## src/sv/assert_macros.svh

```systemverilog
// Assertion macros shared by the hasher RTL.
`ifndef ASSERT_MACROS_SVH
`define ASSERT_MACROS_SVH
// Implication checked on every clock edge outside reset.
`define ASSERT_IMPL(label, clk, rst_n, ante, cons) \
  label: assert property (@(posedge clk) disable iff (!rst_n) (ante) |-> (cons)) \
    else $error("assertion failed");
// Next-cycle implication checked outside reset.
`define ASSERT_NEXT(label, clk, rst_n, ante, cons) \
  label: assert property (@(posedge clk) disable iff (!rst_n) (ante) |=> (cons)) \
    else $error("assertion failed");
`endif

```

## src/sv/sha512_pkg.sv

```systemverilog
// Types, constants and round functions of the SHA-512 hasher.
`timescale 1ns / 1ps
`default_nettype none
package sha512_pkg;
  localparam int WordW = 64;
  localparam int BlockWords = 16;
  localparam int Rounds = 80;
  localparam logic [7:0] PadByte = 8'h80;

  typedef enum logic [2:0] {
    ST_IDLE, ST_PAD, ST_LEN_HI, ST_LEN_LO, ST_ROUND, ST_ADD, ST_OUT
  } state_t;

  typedef enum logic [2:0] {
    WSRC_INPUT, WSRC_PAD, WSRC_ZERO, WSRC_LEN
  } wsrc_t;

  typedef struct packed {
    logic   push;
    wsrc_t  wsrc;
    logic   start;
    logic   round;
    logic   add;
    logic   out_adv;
    logic   clear;
  } cmd_t;

  typedef struct packed {
    logic       block_full;
    logic [3:0] fill;
    logic       rounds_done;
    logic       out_done;
  } stat_t;

  localparam logic [63:0] InitHash [8] = '{
    64'h6a09e667f3bcc908, 64'hbb67ae8584caa73b, 64'h3c6ef372fe94f82b,
    64'ha54ff53a5f1d36f1, 64'h510e527fade682d1, 64'h9b05688c2b3e6c1f,
    64'h1f83d9abfb41bd6b, 64'h5be0cd19137e2179};

  localparam logic [63:0] RoundK [80] = '{
    64'h428a2f98d728ae22, 64'h7137449123ef65cd, 64'hb5c0fbcfec4d3b2f, 64'he9b5dba58189dbbc,
    64'h3956c25bf348b538, 64'h59f111f1b605d019, 64'h923f82a4af194f9b, 64'hab1c5ed5da6d8118,
    64'hd807aa98a3030242, 64'h12835b0145706fbe, 64'h243185be4ee4b28c, 64'h550c7dc3d5ffb4e2,
    64'h72be5d74f27b896f, 64'h80deb1fe3b1696b1, 64'h9bdc06a725c71235, 64'hc19bf174cf692694,
    64'he49b69c19ef14ad2, 64'hefbe4786384f25e3, 64'h0fc19dc68b8cd5b5, 64'h240ca1cc77ac9c65,
    64'h2de92c6f592b0275, 64'h4a7484aa6ea6e483, 64'h5cb0a9dcbd41fbd4, 64'h76f988da831153b5,
    64'h983e5152ee66dfab, 64'ha831c66d2db43210, 64'hb00327c898fb213f, 64'hbf597fc7beef0ee4,
    64'hc6e00bf33da88fc2, 64'hd5a79147930aa725, 64'h06ca6351e003826f, 64'h142929670a0e6e70,
    64'h27b70a8546d22ffc, 64'h2e1b21385c26c926, 64'h4d2c6dfc5ac42aed, 64'h53380d139d95b3df,
    64'h650a73548baf63de, 64'h766a0abb3c77b2a8, 64'h81c2c92e47edaee6, 64'h92722c851482353b,
    64'ha2bfe8a14cf10364, 64'ha81a664bbc423001, 64'hc24b8b70d0f89791, 64'hc76c51a30654be30,
    64'hd192e819d6ef5218, 64'hd69906245565a910, 64'hf40e35855771202a, 64'h106aa07032bbd1b8,
    64'h19a4c116b8d2d0c8, 64'h1e376c085141ab53, 64'h2748774cdf8eeb99, 64'h34b0bcb5e19b48a8,
    64'h391c0cb3c5c95a63, 64'h4ed8aa4ae3418acb, 64'h5b9cca4f7763e373, 64'h682e6ff3d6b2b8a3,
    64'h748f82ee5defb2fc, 64'h78a5636f43172f60, 64'h84c87814a1f0ab72, 64'h8cc702081a6439ec,
    64'h90befffa23631e28, 64'ha4506cebde82bde9, 64'hbef9a3f7b2c67915, 64'hc67178f2e372532b,
    64'hca273eceea26619c, 64'hd186b8c721c0c207, 64'heada7dd6cde0eb1e, 64'hf57d4f7fee6ed178,
    64'h06f067aa72176fba, 64'h0a637dc5a2c898a6, 64'h113f9804bef90dae, 64'h1b710b35131c471b,
    64'h28db77f523047d84, 64'h32caab7b40c72493, 64'h3c9ebe0a15c9bebc, 64'h431d67c49c100d4c,
    64'h4cc5d4becb3e42b6, 64'h597f299cfc657e2a, 64'h5fcb6fab3ad6faec, 64'h6c44198c4a475817};

  function automatic logic [63:0] rotr(input logic [63:0] x, input int n);
    rotr = (x >> n) | (x << (64 - n));
  endfunction
endpackage
`default_nettype wire

```

## src/sv/sha512_ctrl.sv

```systemverilog
// Sequencer: word intake, padding, rounds and digest output.
`timescale 1ns / 1ps
`default_nettype none
module sha512_ctrl (
  input  wire logic             clk,
  input  wire logic             rst_n,
  input  wire logic             in_valid,
  output logic                  in_ready,
  input  wire logic             in_last_word,
  input  wire logic [3:0]       in_byte_count,
  output logic                  out_valid,
  input  wire logic             out_ready,
  input  wire sha512_pkg::stat_t stat,
  output sha512_pkg::cmd_t      cmd
);
  import sha512_pkg::*;

  state_t state_r, state_nxt, ret_r, ret_nxt;
  logic   need_pad_r, need_pad_nxt;

  always_ff @(posedge clk) begin
    if (!rst_n) begin
      state_r    <= ST_IDLE;
      ret_r      <= ST_IDLE;
      need_pad_r <= 1'b0;
    end else begin
      state_r    <= state_nxt;
      ret_r      <= ret_nxt;
      need_pad_r <= need_pad_nxt;
    end
  end

  // full last word sends the 0x80 byte in its own word
  always_comb begin
    state_nxt    = state_r;
    ret_nxt      = ret_r;
    need_pad_nxt = need_pad_r;
    unique case (state_r)
      ST_IDLE: begin
        if (in_valid) begin
          if (in_last_word) begin
            need_pad_nxt = (in_byte_count >= 4'd8);
            ret_nxt = ST_PAD;
          end else begin
            ret_nxt = ST_IDLE;
          end
          if (stat.block_full) state_nxt = ST_ROUND;
          else state_nxt = ret_nxt;
        end
      end
      ST_PAD: begin
        need_pad_nxt = 1'b0;
        if (!need_pad_r && stat.fill == 4'd14) begin
          state_nxt = ST_LEN_HI;
        end else if (stat.block_full) begin
          ret_nxt   = ST_PAD;
          state_nxt = ST_ROUND;
        end
      end
      ST_LEN_HI: state_nxt = ST_LEN_LO;
      ST_LEN_LO: begin
        ret_nxt   = ST_OUT;
        state_nxt = ST_ROUND;
      end
      ST_ROUND: if (stat.rounds_done) state_nxt = ST_ADD;
      ST_ADD: state_nxt = ret_r;
      ST_OUT: if (out_ready && stat.out_done) begin
        state_nxt = ST_IDLE;
        ret_nxt   = ST_IDLE;
      end
      default: state_nxt = ST_IDLE;
    endcase
  end

  always_comb begin
    cmd       = '0;
    cmd.wsrc  = WSRC_INPUT;
    in_ready  = 1'b0;
    out_valid = 1'b0;
    unique case (state_r)
      ST_IDLE: begin
        in_ready  = 1'b1;
        cmd.push  = in_valid;
        cmd.start = in_valid && stat.block_full;
      end
      ST_PAD: begin
        cmd.push  = !(!need_pad_r && stat.fill == 4'd14);
        cmd.wsrc  = need_pad_r ? WSRC_PAD : WSRC_ZERO;
        cmd.start = cmd.push && stat.block_full;
      end
      ST_LEN_HI: begin
        cmd.push = 1'b1;
        cmd.wsrc = WSRC_ZERO;
      end
      ST_LEN_LO: begin
        cmd.push  = 1'b1;
        cmd.wsrc  = WSRC_LEN;
        cmd.start = 1'b1;
      end
      ST_ROUND: cmd.round = 1'b1;
      ST_ADD:   cmd.add = 1'b1;
      ST_OUT: begin
        out_valid   = 1'b1;
        cmd.out_adv = out_ready;
        cmd.clear   = out_ready && stat.out_done;
      end
      default: ;
    endcase
  end
endmodule
`default_nettype wire

```

## config.mk

```make
export PLATFORM = sky130hd
export DESIGN_NAME = sha512_ctrl
export DESIGN_NICKNAME = d
export VERILOG_FILES = /design/src/sv/assert_macros.svh /design/src/sv/sha512_pkg.sv /design/src/sv/sha512_ctrl.sv
export SDC_FILE = /design/constraint.sdc
export NUM_CORES = 1
export LEC_CHECK = 0
export BUFFER_PORTS_ARGS = -buffer_cell sky130_fd_sc_hd__buf_4
export CAP_MARGIN = 10
export CORE_UTILIZATION = 42
export DETAILED_ROUTE_END_ITERATION = 8
export PLACE_DENSITY = 0.8
export SLEW_MARGIN = 10
export SYNTH_ARGS = -nofsm -noshare
export SYNTH_HDL_FRONTEND = slang
export SYNTH_SLANG_ARGS = --single-unit
export TNS_END_PERCENT = 1
```

## constraint.sdc

```tcl
create_clock -name clk -period 5.4 [get_ports clk]
set_clock_uncertainty 0.1 [all_clocks]
set_input_delay 1.62 -clock clk [delete_from_list [all_inputs] [get_ports clk]]
set_output_delay 1.62 -clock clk [all_outputs]
set_load 0.02 [all_outputs]
```

==> summary.md <==
| Metric | Value |
|---|---|
| Final worst path period share | 82.5% |
| First-pass GRT wire length | 2260 um |
| Worst-case vdd ir drop | 0.114 mV |
| Top-count cell post-synth | nand2_1 |
| WL/cell | 12.4 um |
| Status | complete, no violations |
| Initial antenna violation count | 0 |
| GRT overflow | 0 |
| Post-synth top cells | 8 x nand2_1, 6 x dfxtp_1, 6 x inv_1, 6 x o21ai_0 |
| Post-synth top area cell | dfxtp_1 |
| Fmax | 0.225 GHz |
| Initial DRT Pass Iterations | 4 |
| Post-synthesis mux area share | 1.95% |
| Hold Crit Class | reg2reg |
| Simple-gate share of the synthesized area | 27.9% |
| Ys async rst share | 0% |
| Max-Slew Margin vs Limit | 60.6% |
| Worst EP arrival | 2.73 ns |
| Gate Count Post-Synth | 79 |
| Critical Path Source Type | primary input |
| CTS sink cnt | 6 |
| Adder-cell share of the synthesized area | 0% |
| Residual DRC | 0 |
| Fillers | 128 |
| Synth Area in XOR/XNOR | 0% |
| RSZ-0062 raised after global routing | false |
| #FFs+latches synth | 6 |
| Area contributors post-synth | dfxtp_1 21%, buf_6 7.8%, o21ai_0 5.2%, nand2_1 5.2%, a21oi_1 4.3% |
| DRT antenna net count | 0 |
| Hold_buf cts | 0 |
| Clk slew on worst S/H paths | 0.05 ns |
| Die width | 39.1 um |
| Mean Syn Cell Area | 7.32 um2 |
| Max Cap Viol | 0 |
| Largest net degree at the start of global routing | 19 |
| CTS max path bufs | 2 |
| Post-Syn Area | 578 um2 |
| Setup ws final | 0.946 ns |
| Die area | 1530 um2 |
| CTS root buf | clkbuf_4 |
| Ys flop type | dfxtp_1 |
| CTS resizes | 0 |
| Pwr/cell area | 225 nW/um2 |
| Syn_nets | 95 |
| Total number of vias | 647 |
| Worst skew pair latency | 0.25 ns |
| Vias per inst | 5.73 |
| Post-synthesis compound-gate area fraction | 34.8% |
| Top cell type's share of synthesized area | 20.8% |
| Final core occ | 56.6% |
| CTS tree | built |
| Sum Neg Setup Slack | 0 ns |
| Slew Limit Fails | 0 |
| Setup WS pre-CTS | 0.945 ns |
| Rows | 13 |
| CTS H-tree depth | 1 |
| Critical path class | in2out |
| Top Ports | 27 |
| Port bufs | 22 |
| Crit-path max FO | 3 |
| Die Span Y | 39.1 um |
| Drt total wl | 1400 um |
| ANT cells | 0 |
| Tot Pwr | 0.000164 W |
| WHS | 0.415 ns |
| Final Wtd Congestion | 0.905 |
| EDFF count, synth | 0 |
| HPWL after DPL | 1030 um |
| Data required time of the worst path | 3.68 ns |
| Combinational family with the most area after synthesis | compound AO/OA/AOI/OAI gates |
| Number of global-route vias before repair | 547 |
| Area of the core | 1280 um2 |
| Final min period | 4.45 ns |
| Tightest Pin Transition | 0.590 ns |
| Endpoints failing hold | 0 |
| Crit end category | primary output |
| Yosys cell types | 35 |
| Syn. warnings | 0 |
| Nets | 116 |
| Post-CTS setup buffers | 0 |
| Starting density of the core | 45.0% |
| Drt initial violations | 11 |
| Layout cells sized above 1 | 31.6% |
| Gr usage total | 21.9% |
| TritonCTS Buffers | 3 |
| Final setup violation count | 0 |
| Sequential area share after synthesis | 20.8% |
| LEAKAGE | 0.314 nW |
| Layout area overhead | 25.8% |
[layout by cell type, fill, tap and decap left out, drive strengths merged, types with 3 or more instances in the layout]
cell / netlist / layout
a21oi: 7 / 7
dfxtp: 6 / 6
nor2: 5 / 5
clkbuf: 0 / 3
and2: 3 / 3
buf: 6 / 22
nand2: 8 / 8
o21ai: 8 / 8
inv: 6 / 6
nor3: 4 / 4
[cell type report]
class                           instances  area, um2  area share (%)
Tap cell                               15       18.8            2.58
Sequential cell                         6        120            16.5
Timing Repair Buffer                   22        165            22.7
Inverter                                6       22.5            3.10
Clock buffer                            3       22.5            3.10
Multi-Input combinational cell         61        378            52.0
[stage by stage]
step                      cells  cell area (um2)
after floorplan              79              578
after global routing        113              727
after global placement      110              704
final                       113              727
after CTS                   113              727
after detailed placement    110              704
[where the power goes]
group          internal [W]  switching (W)
Clock             0.0000253      0.0000190
Combinational     0.0000295      0.0000316
Sequential        0.0000480      0.0000105
Total              0.000103      0.0000611
[final timing paths]
| kind | from | endpoint | slack (ns) | cells past startpoint |
|---|---|---|---|---|
| min reg2reg | ret_r[0]$_SDFFE_PN0P_ | ret_r[0]$_SDFFE_PN0P_ | 0.42 | 2 |
| min | ret_r[0]$_SDFFE_PN0P_ | ret_r[0]$_SDFFE_PN0P_ | 0.42 | 2 |
| max | stat[2] | cmd[4] | 0.95 | 6 |
| max reg2reg | state_r[2]$_SDFFE_PN0P_ | state_r[2]$_SDFFE_PN0P_ | 3.67 | 4 |
[sequential cells by signal, indices dropped and copies added (netlist names)]
name        count
state_r         3
ret_r           2
need_pad_r      1
[routing by layer]
layer  GRT usage (%)  vias to the layer above  share of wire (%)
li1                -                      329                  -
met1            26.7                      283                 46
met2            36.7                       33                 46
met3            3.47                        2                7.2
met4            10.3                        0               0.79
met5               0                        -                  0
[worst max-delay path, stage by stage]
cell     delay, ns
buf_4         0.11
or3b_4        0.37
o21a_1        0.22
o21ai_0       0.15
a21oi_1       0.08
buf_4         0.19
[logic make-up after synthesis]
kind of cell / count (synthesis)
AND/OR/NAND/NOR: 30
other: 1
flip-flops: 6
buffers and inverters: 12
AO/OA/AOI/OAI: 29
multiplexers: 1
Power figures use the tool's default switching activity.
